$ cat src/rtl/tbp_pkg.sv
`timescale 1ns / 1ps
// ----------------------------------------------------------------------------
// Tournament branch predictor package
// Shared types, default sizes and counter update functions.
// ----------------------------------------------------------------------------
package tbp_pkg;

	localparam int ADDR_FIELD_W  = 4;
	localparam int ADDR_BITS_DEF = 4;
	localparam int HIST_BITS_DEF = 6;

	typedef logic [1:0] ctr_t;

	localparam ctr_t CTR_RESET = 2'd0;
	localparam ctr_t CTR_MAX   = 2'd3;
	localparam ctr_t CTR_MIN   = 2'd0;

	// A 2-bit counter moves one step toward the outcome and saturates.
	function automatic ctr_t sat_step(input ctr_t v, input logic up);
		ctr_t r;
		r = v;
		if (up) begin
			if (v != CTR_MAX) r = v + 2'd1;
		end else begin
			if (v != CTR_MIN) r = v - 2'd1;
		end
		return r;
	endfunction

	// The chooser moves toward whichever predictor alone was right.
	function automatic ctr_t chooser_step(input ctr_t v, input logic local_ok,
			input logic global_ok);
		ctr_t r;
		r = v;
		if (global_ok && !local_ok) r = sat_step(v, 1'b1);
		else if (local_ok && !global_ok) r = sat_step(v, 1'b0);
		return r;
	endfunction

endpackage

$ cat src/rtl/tbp_if.sv
`timescale 1ns / 1ps
// ----------------------------------------------------------------------------
// Tournament branch predictor channel interfaces
// Valid/ready channels for resolved branches and prediction results.
// ----------------------------------------------------------------------------
interface tbp_branch_if;
	logic                            valid;
	logic                            ready;
	logic [tbp_pkg::ADDR_FIELD_W-1:0] branch_address;
	logic                            taken;

	modport source(output valid, output branch_address, output taken, input ready);
	modport sink(input valid, input branch_address, input taken, output ready);
endinterface

interface tbp_result_if;
	logic                            valid;
	logic                            ready;
	logic [tbp_pkg::ADDR_FIELD_W-1:0] address_echo;
	logic                            local_guess;
	logic                            global_guess;
	logic                            use_global;
	logic                            final_guess;

	modport source(output valid, output address_echo, output local_guess,
		output global_guess, output use_global, output final_guess, input ready);
	modport sink(input valid, input address_echo, input local_guess,
		input global_guess, input use_global, input final_guess, output ready);
endinterface

$ cat src/rtl/tbp_ctr_mem.sv
`timescale 1ns / 1ps
// ----------------------------------------------------------------------------
// Counter table memory
// Synchronous table of 2-bit counters with a registered read port. Per-entry
// valid bits make unwritten entries read as zero right after reset.
// ----------------------------------------------------------------------------
module tbp_ctr_mem #(
	parameter int IDX_BITS = tbp_pkg::ADDR_BITS_DEF
) (
	input  logic                clk,
	input  logic                arst_n,
	input  logic                rd_en,
	input  logic [IDX_BITS-1:0] rd_idx,
	output tbp_pkg::ctr_t       rd_data,
	input  logic                wr_en,
	input  logic [IDX_BITS-1:0] wr_idx,
	input  tbp_pkg::ctr_t       wr_data
);
	import tbp_pkg::*;

	localparam int DEPTH = 1 << IDX_BITS;

	ctr_t             mem [DEPTH];
	logic [DEPTH-1:0] vld_q;
	ctr_t             rd_data_q;
	logic             rd_vld_q;

	always_ff @(posedge clk) begin
		if (wr_en) mem[wr_idx] <= wr_data;
		if (rd_en) rd_data_q <= mem[rd_idx];
	end

	always_ff @(posedge clk or negedge arst_n) begin
		if (!arst_n) begin
			vld_q    <= '0;
			rd_vld_q <= 1'b0;
		end else begin
			if (wr_en) vld_q[wr_idx] <= 1'b1;
			if (rd_en) rd_vld_q <= vld_q[rd_idx];
		end
	end

	assign rd_data = rd_vld_q ? rd_data_q : CTR_RESET;

endmodule

$ cat src/rtl/tournament_branch_predictor.sv
`timescale 1ns / 1ps
// ----------------------------------------------------------------------------
// Tournament branch predictor
// Local, global-history and chooser tables of 2-bit counters. Each resolved
// branch reports the predictions made from the old counters, then trains them.
// ----------------------------------------------------------------------------
// Pipeline: an accepted branch waits in stage s1, then its result moves into
// the result register once the output can take it. Throughput: one branch per
// cycle unless the output stalls; tables are read at accept and written back
// as the branch leaves s1, bypassed when consecutive branches hit one entry.
// Reset: asynchronous; all counters read as zero and the history is cleared.
// ----------------------------------------------------------------------------
module tournament_branch_predictor #(
	parameter int ADDR_BITS = tbp_pkg::ADDR_BITS_DEF,
	parameter int HIST_BITS = tbp_pkg::HIST_BITS_DEF
) (
	input  logic                clk,
	input  logic                arst_n,
	tbp_branch_if.sink          branch,
	tbp_result_if.source        result
);
	import tbp_pkg::*;

	logic                    accept;
	logic                    advance;
	logic [ADDR_BITS-1:0]    lidx_in;
	logic [HIST_BITS-1:0]    hist_q;

	logic                    valid_s1;
	logic [ADDR_FIELD_W-1:0] addr_s1;
	logic [ADDR_BITS-1:0]    lidx_s1;
	logic [HIST_BITS-1:0]    hidx_s1;
	logic                    taken_s1;
	logic                    lbyp_s1;
	logic                    gbyp_s1;
	ctr_t                    lbyp_val_s1;
	ctr_t                    cbyp_val_s1;
	ctr_t                    gbyp_val_s1;

	ctr_t l_rd, g_rd, c_rd;
	ctr_t lc, gc, cc;
	ctr_t l_new, g_new, c_new;
	logic lg, gg, ug, fg;

	logic                    res_valid_q;
	logic [ADDR_FIELD_W-1:0] res_addr_q;
	logic                    res_lg_q;
	logic                    res_gg_q;
	logic                    res_ug_q;
	logic                    res_fg_q;

	assign advance      = valid_s1 && (!res_valid_q || result.ready);
	assign branch.ready = !valid_s1 || advance;
	assign accept       = branch.valid && branch.ready;
	assign lidx_in      = ADDR_BITS'(branch.branch_address);

	tbp_ctr_mem #(.IDX_BITS(ADDR_BITS)) u_local (
		.clk(clk), .arst_n(arst_n),
		.rd_en(accept), .rd_idx(lidx_in), .rd_data(l_rd),
		.wr_en(advance), .wr_idx(lidx_s1), .wr_data(l_new)
	);

	tbp_ctr_mem #(.IDX_BITS(ADDR_BITS)) u_chooser (
		.clk(clk), .arst_n(arst_n),
		.rd_en(accept), .rd_idx(lidx_in), .rd_data(c_rd),
		.wr_en(advance), .wr_idx(lidx_s1), .wr_data(c_new)
	);

	tbp_ctr_mem #(.IDX_BITS(HIST_BITS)) u_global (
		.clk(clk), .arst_n(arst_n),
		.rd_en(accept), .rd_idx(hist_q), .rd_data(g_rd),
		.wr_en(advance), .wr_idx(hidx_s1), .wr_data(g_new)
	);

	// A read issued in the same cycle as a write-back to the same entry sees
	// the old value, so the freshly written counter is forwarded instead.
	always_comb begin
		lc    = lbyp_s1 ? lbyp_val_s1 : l_rd;
		cc    = lbyp_s1 ? cbyp_val_s1 : c_rd;
		gc    = gbyp_s1 ? gbyp_val_s1 : g_rd;
		lg    = lc[1];
		gg    = gc[1];
		ug    = cc[1];
		fg    = ug ? gg : lg;
		l_new = sat_step(lc, taken_s1);
		g_new = sat_step(gc, taken_s1);
		c_new = chooser_step(cc, lg == taken_s1, gg == taken_s1);
	end

	always_ff @(posedge clk or negedge arst_n) begin
		if (!arst_n) begin
			hist_q      <= '0;
			valid_s1    <= 1'b0;
			res_valid_q <= 1'b0;
		end else begin
			if (accept) begin
				hist_q   <= HIST_BITS'({hist_q, branch.taken});
				valid_s1 <= 1'b1;
			end else if (advance) begin
				valid_s1 <= 1'b0;
			end
			if (advance) res_valid_q <= 1'b1;
			else if (result.ready) res_valid_q <= 1'b0;
		end
	end

	always_ff @(posedge clk) begin
		if (accept) begin
			addr_s1     <= branch.branch_address;
			lidx_s1     <= lidx_in;
			hidx_s1     <= hist_q;
			taken_s1    <= branch.taken;
			lbyp_s1     <= advance && (lidx_s1 == lidx_in);
			gbyp_s1     <= advance && (hidx_s1 == hist_q);
			lbyp_val_s1 <= l_new;
			cbyp_val_s1 <= c_new;
			gbyp_val_s1 <= g_new;
		end
		if (advance) begin
			res_addr_q <= addr_s1;
			res_lg_q   <= lg;
			res_gg_q   <= gg;
			res_ug_q   <= ug;
			res_fg_q   <= fg;
		end
	end

	assign result.valid        = res_valid_q;
	assign result.address_echo = res_addr_q;
	assign result.local_guess  = res_lg_q;
	assign result.global_guess = res_gg_q;
	assign result.use_global   = res_ug_q;
	assign result.final_guess  = res_fg_q;

endmodule

$ cat src/flat_wrapper.sv
// flat-port wrapper written by rule: the top's interface ports become plain ports
module tournament_branch_predictor_flat import tbp_pkg::*;
#(
	parameter int ADDR_BITS = tbp_pkg::ADDR_BITS_DEF,
	parameter int HIST_BITS = tbp_pkg::HIST_BITS_DEF
)
  (clk, arst_n, branch_valid, branch_branch_address, branch_taken, branch_ready, result_valid, result_address_echo, result_local_guess, result_global_guess, result_use_global, result_final_guess, result_ready);
  tbp_branch_if branch_i ();
  tbp_result_if result_i ();
  input  logic clk;
  input  logic arst_n;
  input wire logic [$bits(branch_i.valid)-1:0] branch_valid;
  input wire logic [$bits(branch_i.branch_address)-1:0] branch_branch_address;
  input wire logic [$bits(branch_i.taken)-1:0] branch_taken;
  output wire logic [$bits(branch_i.ready)-1:0] branch_ready;
  output wire logic [$bits(result_i.valid)-1:0] result_valid;
  output wire logic [$bits(result_i.address_echo)-1:0] result_address_echo;
  output wire logic [$bits(result_i.local_guess)-1:0] result_local_guess;
  output wire logic [$bits(result_i.global_guess)-1:0] result_global_guess;
  output wire logic [$bits(result_i.use_global)-1:0] result_use_global;
  output wire logic [$bits(result_i.final_guess)-1:0] result_final_guess;
  input wire logic [$bits(result_i.ready)-1:0] result_ready;
  assign branch_i.valid = branch_valid;
  assign branch_i.branch_address = branch_branch_address;
  assign branch_i.taken = branch_taken;
  assign branch_ready = branch_i.ready;
  assign result_valid = result_i.valid;
  assign result_address_echo = result_i.address_echo;
  assign result_local_guess = result_i.local_guess;
  assign result_global_guess = result_i.global_guess;
  assign result_use_global = result_i.use_global;
  assign result_final_guess = result_i.final_guess;
  assign result_i.ready = result_ready;
  tournament_branch_predictor #(.ADDR_BITS(ADDR_BITS), .HIST_BITS(HIST_BITS)) u_core (.clk(clk), .arst_n(arst_n), .branch(branch_i), .result(result_i));
endmodule
$ cat config.mk
export PLATFORM = sky130hd
export DESIGN_NAME = tournament_branch_predictor_flat
export DESIGN_NICKNAME = d
export VERILOG_FILES = /design/src/rtl/tbp_pkg.sv /design/src/rtl/tbp_if.sv /design/src/rtl/tbp_ctr_mem.sv /design/src/rtl/tournament_branch_predictor.sv /design/src/flat_wrapper.sv
export SDC_FILE = /design/constraint.sdc
export NUM_CORES = 1
export LEC_CHECK = 0
export ABC_AREA = 1
export BUFFER_PORTS_ARGS = -buffer_cell sky130_fd_sc_hd__buf_2
export CAP_MARGIN = 20
export CORE_MARGIN = 8
export CORE_UTILIZATION = 40
export CTS_CLUSTER_DIAMETER = 200
export CTS_CLUSTER_SIZE = 20
export DETAILED_ROUTE_END_ITERATION = 8
export PLACE_DENSITY_LB_ADDON = 0.2
export RECOVER_POWER = 50
export SLEW_MARGIN = 20
export SYNTH_ARGS = -nofsm -noshare
export SYNTH_HDL_FRONTEND = slang
export SYNTH_SLANG_ARGS = --single-unit
$ cat constraint.sdc
create_clock -name clk -period 8.32 [get_ports clk]
set_input_delay 0.416 -clock clk [delete_from_list [all_inputs] [get_ports clk]]
set_output_delay 0.416 -clock clk [all_outputs]
set_load 0.1 [all_outputs]
==> results of run 1 <==
## power by group through the flow
stage               Combinational (uW)  Sequential, uW  Clock (uW)
floorplan                          579            2240           0
global placement                   857            2220           0
detailed placement                 867            2220           0
CTS                                870            2190        1040
global route                       959            2230        1090
finish                             855            2200        1010
## path summary, 6_finish.rpt
check / cells past startpoint / end
worst min-delay path: 1 / u_core.taken_s1
worst min register to register: 2 / u_core.u_chooser.vld_q[13]
max in group asynchronous: 3 / u_core.u_local.vld_q[11]
worst max-delay path: 8 / u_core.u_global.rd_data_q[1]
min in group asynchronous: 2 / u_core.u_global.vld_q[55]
worst max register to register: 8 / u_core.u_global.rd_data_q[1]
## layout make-up
| type | instances | area [um2] |
|---|---|---|
| clock inverters | 1 | 8.76 |
| fillers | 3295 | 19400 |
| repair buffers | 29 | 134 |
| clock buffers | 35 | 578 |
| well taps | 455 | 569 |
| multi-input cells | 803 | 3770 |
| flip-flops and latches | 332 | 9440 |
| inverters | 72 | 270 |
## per-stage QoR
stage / worst slack (ps) / instances / area [um2]
floorplan: 4350 / 1267 / 13800
global placement: 5730 / 1690 / 14200
detailed placement: 5700 / 1690 / 14200
CTS: 5700 / 1727 / 14800
global route: 3320 / 1727 / 14800
finish: 3800 / 1727 / 14800
## critical path: stages (launching register included)
cell	delay, ps
dfrtp_2	730
clkbuf_1	2300
o21ai_0	500
nand3_1	240
nand2_1	80
a21oi_1	120
nand2_1	100
nand3_1	90
nand2_1	50
## flip-flops by register name, indices dropped and copies added (netlist names), 4 cells and up
register / cells
u_core.u_global.vld_q: 64
u_core.u_local.vld_q: 16
u_core.result.address_echo: 4
u_core.hist_q: 6
u_core.hidx_s1: 6
u_core.u_local.mem: 32
u_core.lidx_s1: 4
u_core.u_chooser.mem: 32
u_core.u_global.mem: 128
u_core.u_chooser.vld_q: 16
## per-layer routing
layer	vias to the layer above	routed length (um)
met4	0	511
met1	4403	15800
met3	39	1810
li1	4313	-
met2	216	14600
met5	-	0
## logic make-up (layout without fill, tap and decap cells)
kind of cell	after synthesis	in the layout
XOR/XNOR	6	6
buffers and inverters	132	137
flip-flops	332	332
AO/OA/AOI/OAI	194	194
AND/OR/NAND/NOR	603	603
## cells in the mapped netlist (all sizes together)
library cell  number  share of area, %
clkbuf            24              0.66
dfrtp            107                19
nand2            226               6.2
edfxtp           225                49
o21ai            116               4.2
clkinv             3             0.082
nor4               2             0.091
o221ai            13              0.83
inv               69               1.9
o22ai             29               1.3
a21oi             21              0.76
nor2             180               4.9
xnor2              3              0.19
o211ai            11              0.60
a31oi              2             0.091
buf               36               1.6
and2               1             0.045
nand3            110               4.0
o2111ai            1             0.064
xor2               3              0.19
or2               82               3.7
nand4              2             0.091
a21boi             1             0.055
## repair_timing
item                                    in CTS  in global routing
endpoints found under the hold margin       47                  0
hold buffers                                 1                  0
endpoints found under the setup margin       0                  0
resized for setup                            0                  0
==> impl_metrics.tcl, run 1 <==
set metrics [dict create \
    status "complete, but fails checks" \
    violations "capacitance limit, slew limit" \
    synth_top_family_by_area "simple AND/OR/NAND/NOR gates" \
    maxSlewViolCount 461 \
    routedWlPerCell_um 18.9 \
    p_sw_share_pct 30.2 \
    place.gp.congestion 0.809 \
    grt_pass1_wl_um 52000 \
    grt_usage_pct 16.0 \
    ioPinCount 19 \
    cts_buffers 20 \
    power_density_nw_per_um2 275 \
    synth_fa_ha_area_share_pct 0 \
    grt_use_met1_pct 23.6 \
    gr-max-usage-layer "met2" \
    synth_area_per_cell_um2 10.9 \
    synth-seq-cells 332 \
    drive_gt1_share_pct 9.20 \
    cts_max_level 1 \
    synth_compound_area_share_pct 7.93 \
    synthSimpleGateAreaFrac_pct 19.0 \
    rsz0062_at_grt "no" \
    r2r_slack_ps 3800 \
    yosysSeqAreaShare_pct 68.5 \
    setup_violations 0 \
    p_clk_share_pct 24.8 \
    antenna_cells 0 \
    p_comb_share_pct 21.0 \
    cts_tree "yes" \
    r2r-start "u_core.hist_q[0]" \
    antenna_found_initial 0 \
    synthesis.area_um2 13800 \
    clockBufferDepth 3 \
    synth-xor-area-share_pct 0.381 \
    ant_nets 0 \
    ys.warnings.count 0 \
    skew_ps 15.7 \
    setup_tns_ps 0 \
    ctsRootBufferMaster "clkbuf_16" \
    overflow 0 \
    drc 0 \
    worstHoldStart "branch_taken" \
    die_w_um 202 \
    portBuffers 18 \
    p_leak_uw 0.00571 \
    switchingPower_uw 1230 \
    routed_wl_um 32700 \
    p_int_uw 2840 \
    die_h_um 202 \
    sequentialPowerShare_pct 54.1 \
    finalPower_uw 4070 \
    synth.area.mux_share_pct 0 \
    hold_violations 0 \
    syn_inst 1267 \
    fmax_mhz 221 \
    drtPass1Iterations 5 \
    startpoint_type "register" \
    min_path_type "in2reg" \
    path_clk_slew_ps 90 \
    synth.distinct_cells 29 \
    ir_worst_vdd_mv 0.205 \
    nets 1267 \
    std_cell_rows 68 \
    max_slew.worst_pin.slew_ps 3200 \
    endpoint_kind "register" \
    clkLatencyLatePin_ps 520 \
    slew_headroom_pct -113 \
    min_period_over_period_pct 54.3 \
    grt_pass1_vias 9034 \
    grtUsageMet2_pct 24.4 \
    vias_per_cell 5.19 \
    start_util_pct 40.3 \
    grt_max_degree 93 \
    vias 8971 \
    synthToLayoutAreaGrowth_pct 7.23 \
    dieArea_um2 40600 \
    fin_crit_ps 4520 \
    crit_type "reg2reg" \
    cap_violations 9 \
    post_cts_buffers 0 \
    crit_start "u_core.hist_q[0]" \
    crit_fanout 73 \
    final_util_pct 43.2 \
    core_um2 34200 \
    hold_slack_ps 118 \
    clock-sinks 332 \
    final_common_cell "nand2_1" \
    cp_data_arrival_time_ps 4810 \
    final_cell_mix "nand2_1 (226), edfxtp_1 (225), nor2_1 (180)" \
    dp_hpwl_um 19400 \
    syn_nets 1276 \
    drt_iter0_markers 806 \
    worst_ep_required_time_ps 8610 \
    globalRouteMet3Util_pct 2.49 \
]
No activity file was read; power rests on OpenSTA's default activity.
==> inputs of run 2 (changes only) <==
Clock period 8.32 ns to 3.9 ns, I/O delays scaled along.
==> run 2 against run 1 <==
  * The flow still finishes with violations (capacitance limit, slew limit)
  * Register-to-register slack worse by 2700 ps
  * Largest power group unchanged
  * Sequential power is 110% higher
  * Via count increased by 1.7%
  * Flip-flop and latch count stayed put
==> impl_metrics.tcl, run 2 (same netlist as run 1, synthesis figures left out) <==
set metrics [dict create \
    status "complete, but fails checks" \
    violations "capacitance limit, slew limit" \
    drc 0 \
    antenna_found_initial 0 \
    dieArea_um2 40600 \
    ioPinCount 19 \
    nets 1272 \
    std_cell_rows 68 \
    antenna_cells 0 \
    hold_depth 3 \
    rr_worst_depth 6 \
    skew_ps 25.5 \
    core_um2 34200 \
    crit_type "reg2reg" \
    place.gp.congestion 0.780 \
    portBuffers 18 \
    layout_setup_ws_ps 1060 \
    die_w_um 202 \
    r2r_slack_ps 1060 \
    cap_violations 4 \
    drive_gt1_share_pct 9.55 \
    fmax_mhz 353 \
    startpoint_type "register" \
    clock-sinks 332 \
    top_register "u_core.u_global.mem" \
    place_inst 1693 \
    rsz0062_at_grt "no" \
    drtPass1Iterations 5 \
    min_path_type "in2reg" \
    synthToLayoutAreaGrowth_pct 7.76 \
    whs_endpoint "u_core.valid_s1" \
    crit_fanout 32 \
    setup_violations 0 \
    final_cell_mix "nand2_1 (226), edfxtp_1 (225), nor2_1 (180)" \
    start_util_pct 40.3 \
    seq_area_um2 9440 \
    grt_pass1_wl_um 52800 \
    worstHoldStart "branch_valid" \
    grt_pass1_vias 8875 \
    vias 9123 \
    setup_tns_ps 0 \
    cts_tree "yes" \
    dp_hpwl_um 20000 \
    path_clk_slew_ps 90 \
    cts_max_level 1 \
    fillCellCount 3240 \
    routedWlPerCell_um 19.2 \
    largest_reg_flops 128 \
    hold_slack_ps 150 \
    cp_data_arrival_time_ps 3240 \
    r2r-start "u_core.valid_s1" \
    clkLatencyLatePin_ps 540 \
    post_cts_buffers 0 \
    ant_nets 0 \
    grt_usage_pct 16.3 \
    slew_headroom_pct -21.2 \
    stdcell_area_um2 14800 \
    worst_ep_required_time_ps 4300 \
    multiInputGateArea_um2 3790 \
    regToRegEndpoint "u_core.hist_q[0]" \
    p_leak_uw 0.00575 \
    ir_worst_vdd_mv 0.368 \
    maxSlewViolCount 129 \
    fin_crit_ps 2840 \
    ctsRootBufferMaster "clkbuf_16" \
    final_common_cell "nand2_1" \
    stdcell_count 1732 \
    overflow 0 \
    endpoint_kind "register" \
    dp_worst_setup_slack_ps 1530 \
    cts_buffers 20 \
    reg.largest.list "u_core.u_global.mem (128), u_core.u_global.vld_q (64)" \
    min_period_over_period_pct 72.7 \
    routed_wl_um 33200 \
    grt_max_degree 105 \
    hold_violations 0 \
    crit_start "u_core.valid_s1" \
    power_density_nw_per_um2 584 \
    die_h_um 202 \
    vias_per_cell 5.27 \
    dpl_cell_area_um2 14300 \
    drt_iter0_markers 865 \
    max_slew.worst_pin.slew_ps 1820 \
    clockBufferDepth 3 \
]
## run 2: changes by cell type in the layout (fill, tap and decap cells not counted), moves of 2 or more
cell,change
clkbuf_2,+2
dlygate4sd3_1,+2
clkbuf_1,-2
buf_12,+2
## run 2: final cells by class
type / instances / area share, %
Multi-Input combinational cell: 803 / 25.5
Clock inverter: 2 / 0.169
Tap cell: 455 / 3.84
Clock buffer: 34 / 3.73
Inverter: 72 / 1.82
Timing Repair Buffer: 34 / 1.36
Sequential cell: 332 / 63.6
## run 2: per-stage QoR
step / total power (uW) / utilization (%)
final: 8670 / 43.4
after global routing: 9130 / 43.4
after detailed placement: 6630 / 41.8
after global placement: 6600 / 41.8
after CTS: 8750 / 43.5
after floorplan: 6000 / -
## run 2: metal layers
layer,part of all wire (%),GRT usage (%),vias to the layer above,wire (um)
li1,-,-,4313,-
met1,49,24.8,4531,16200
met2,44,24.4,245,14700
met3,5.7,2.35,34,1890
met4,1.3,3.42,0,431
met5,0,0,-,0
## run 2: power by group
part	leakage (uW)	internal [uW]	switching [uW]
Combinational	0.00214	594	1250
Sequential	0.00333	4430	263
Clock	0.000274	984	1150
Total	0.00575	6010	2670
## run 2: critical path, cell delays in order, from the launching register on
cell and delay [ps]:
dfrtp_1 390, nand3_1 130, nand2_1 270, clkinv_1 100
clkbuf_1 1300, nand2_1 280, o21ai_0 230
## run 2: worst max path at each step
stage	end	slack (ps)
finish	u_core.hist_q[0]	1060
CTS	u_core.u_global.rd_data_q[0]	1510
floorplan	u_core.cbyp_val_s1[0]	460
global placement	u_core.u_global.rd_data_q[0]	1530
global route	u_core.hist_q[0]	710
detailed placement	u_core.u_global.rd_data_q[0]	1530
## run 2: repair_timing
action	in CTS	in global routing
endpoints found under the setup margin	0	0
hold buffers	3	0
gates resized for setup	0	0
endpoints found under the hold margin	62	0
==> inputs of run 3 (changes only) <==
Clock period 3.9 ns to 2.65 ns, I/O delays scaled along.
==> run 3 against run 2 <==
  * The run ends with capacitance limit left
  * Sequential share of layout area decreased by 0.47 points
  * Clock skew rose by 3.7 ps
  * Register-to-register slack got worse by 680 ps
  * Via count decreased by 0.68%
  * Largest cell class unchanged
  * Highest routed layer unchanged
==> impl_metrics.tcl, run 3 (same netlist as run 1, synthesis figures left out) <==
set metrics [dict create \
    start_util_pct 40.3 \
    crit_path_max_incr_delay_ps 710 \
    ant_nets 0 \
    grt_pass1_vias 8809 \
    cp_num_buf_inv 2 \
    largest_reg_flops 128 \
    hold_violations 0 \
    die_h_um 202 \
    drc 0 \
    ioPinCount 19 \
    drive_gt1_share_pct 10.6 \
    p_sw_share_pct 30.6 \
    rsz0062_at_grt "no" \
    crit_type "reg2reg" \
    crit_slowest_cell "inv_1" \
    vias 9061 \
    switchingPower_uw 3920 \
    place.gp.congestion 0.813 \
    cap_violations 1 \
    path_delay_family "buffers and inverters" \
    synthToLayoutAreaGrowth_pct 8.56 \
    cts_buffers 20 \
    path_clk_slew_ps 90 \
    antenna_cells 0 \
    top_register "u_core.u_global.mem" \
    fillCellCount 3255 \
    fmax_mhz 440 \
    crit_start "u_core.hist_q[2]" \
    violations "capacitance limit" \
    p_int_uw 8870 \
    grt_usage_pct 15.9 \
    grt_pass1_wl_um 51500 \
    drt_iter0_markers 720 \
    core_um2 34200 \
    routed_wl_um 33000 \
    ctsRootBufferMaster "clkbuf_16" \
    final_common_cell "nand2_1" \
    max_slew.worst_pin.slew_ps 1500 \
    dieArea_um2 40600 \
    startpoint_type "register" \
    p_comb_share_pct 21.9 \
    skew_ps 29.2 \
    antenna_found_initial 0 \
    slew_headroom_pct 0.107 \
    setup_tns_ps 0 \
    min_period_over_period_pct 85.7 \
    hold_slack_ps 136 \
    cp_data_arrival_time_ps 2740 \
    power_density_nw_per_um2 855 \
    status "complete, but fails checks" \
    crit_fanout 25 \
    p_leak_uw 0.00581 \
    ir_worst_vdd_mv 0.458 \
    worst_ep_required_time_ps 3120 \
    routedWlPerCell_um 18.9 \
    setup_violations 0 \
    r2r-start "u_core.hist_q[2]" \
    die_w_um 202 \
    cts_tree "yes" \
    clockBufferDepth 3 \
    clkLatencyLatePin_ps 540 \
    sequentialPowerShare_pct 53.6 \
    nets 1284 \
    std_cell_rows 68 \
    portBuffers 18 \
    crit_chain "buf_4 > inv_1 > nand3_1 > nand3_1 > nand2_1 > nand2_1 > nand3_1 > nand2_1 > nand2_1 > nand2_1" \
    cpMostUsedCell "nand2_1" \
    endpoint_kind "register" \
    min_path_type "in2reg" \
    worstHoldStart "branch_valid" \
    overflow 0 \
    cts_max_level 1 \
    fin_crit_ps 2270 \
    dp_hpwl_um 20300 \
    grt_max_degree 70 \
    p_clk_share_pct 24.6 \
    drtPass1Iterations 5 \
    vias_per_cell 5.20 \
    reg.largest.list "u_core.u_global.mem (128), u_core.u_global.vld_q (64)" \
    clock-sinks 332 \
    final_cell_mix "nand2_1 (226), edfxtp_1 (225), nor2_1 (180)" \
    maxSlewViolCount 0 \
]
==> run 3: cell types whose count changed in the layout (fill, tap and decap cells not counted), sizes merged <==
| cell | change |
|---|---|
| clkinvlp | +1 |
| dlygate4sd3 | +1 |
| buf | +9 |
| clkinv | -1 |
| clkbuf | +1 |
==> run 3: routing by layer <==
layer | vias to the layer above | share of wire, % | track usage [%] | routed length [um]
met3 | 31 | 4.9 | 2.06 | 1610
met1 | 4488 | 50 | 24.2 | 16400
met5 | - | 0 | 0 | 0
met4 | 0 | 1.4 | 3.29 | 476
met2 | 198 | 44 | 24.0 | 14500
li1 | 4344 | - | - | -
==> run 3: what timing repair did <==
action | in CTS | in global routing
hold buffers | 4 | 0
setup endpoints to repair | 17 | 0
hold endpoints to repair | 51 | 0
setup buffers | 0 | 0
gates resized for setup | 1 | 0
==> run 3: worst paths after layout <==
check                                            endpoint  slack, ps  cells after the start
worst max-delay path             u_core.u_global.rd_vld_q        380                     10
worst min-delay path                      u_core.valid_s1        140                      3
worst max register to register   u_core.u_global.rd_vld_q        380                     10
worst min register to register  u_core.u_chooser.vld_q[1]        450                      2
max in group asynchronous       u_core.u_chooser.rd_vld_q        550                      3
min in group asynchronous       u_core.u_global.vld_q[53]        480                      2
==> run 3: cell type report <==
class | instances | area, um2 | area share, %
Timing Repair Buffer | 46 | 310 | 2.07
Inverter | 72 | 272 | 1.82
Sequential cell | 332 | 9440 | 63.1
Tap cell | 455 | 569 | 3.81
Multi-Input combinational cell | 803 | 3790 | 25.3
Clock buffer | 33 | 549 | 3.67
Clock inverter | 2 | 25.0 | 0.167
==> run 3: power by group through the flow <==
stage / registers (uW) / logic, uW / clock network [uW]
floorplan: 7000 / 1830 / 0
global placement: 6940 / 2840 / 0
CTS: 6830 / 2890 / 3230
global route: 6940 / 3130 / 3370
finish: 6850 / 2800 / 3140
detailed placement: 6940 / 2870 / 0
==> run 3: through the flow <==
step | power [uW] | area [um2] | setup slack, ps | utilization [%] | instances
6_report | 12800 | 15000 | 380 | 43.7 | 1743
5_1_grt | 13400 | 15000 | 128 | 43.7 | 1743
4_1_cts | 12900 | 15000 | 372 | 43.9 | 1743
3_5_place_dp | 9810 | 14400 | -18.1 | 42.1 | 1704
3_3_place_gp | 9780 | 14400 | 128 | 42.1 | 1704
2_1_floorplan | 8830 | 13800 | 356 | - | 1267
==> run 3: worst register-to-register path: cells and delay by family, from the launching register on <==
kind | cells | cell delay [ps]
buf+inv | 2 | 930
simple gates | 8 | 890
flops | 1 | 400
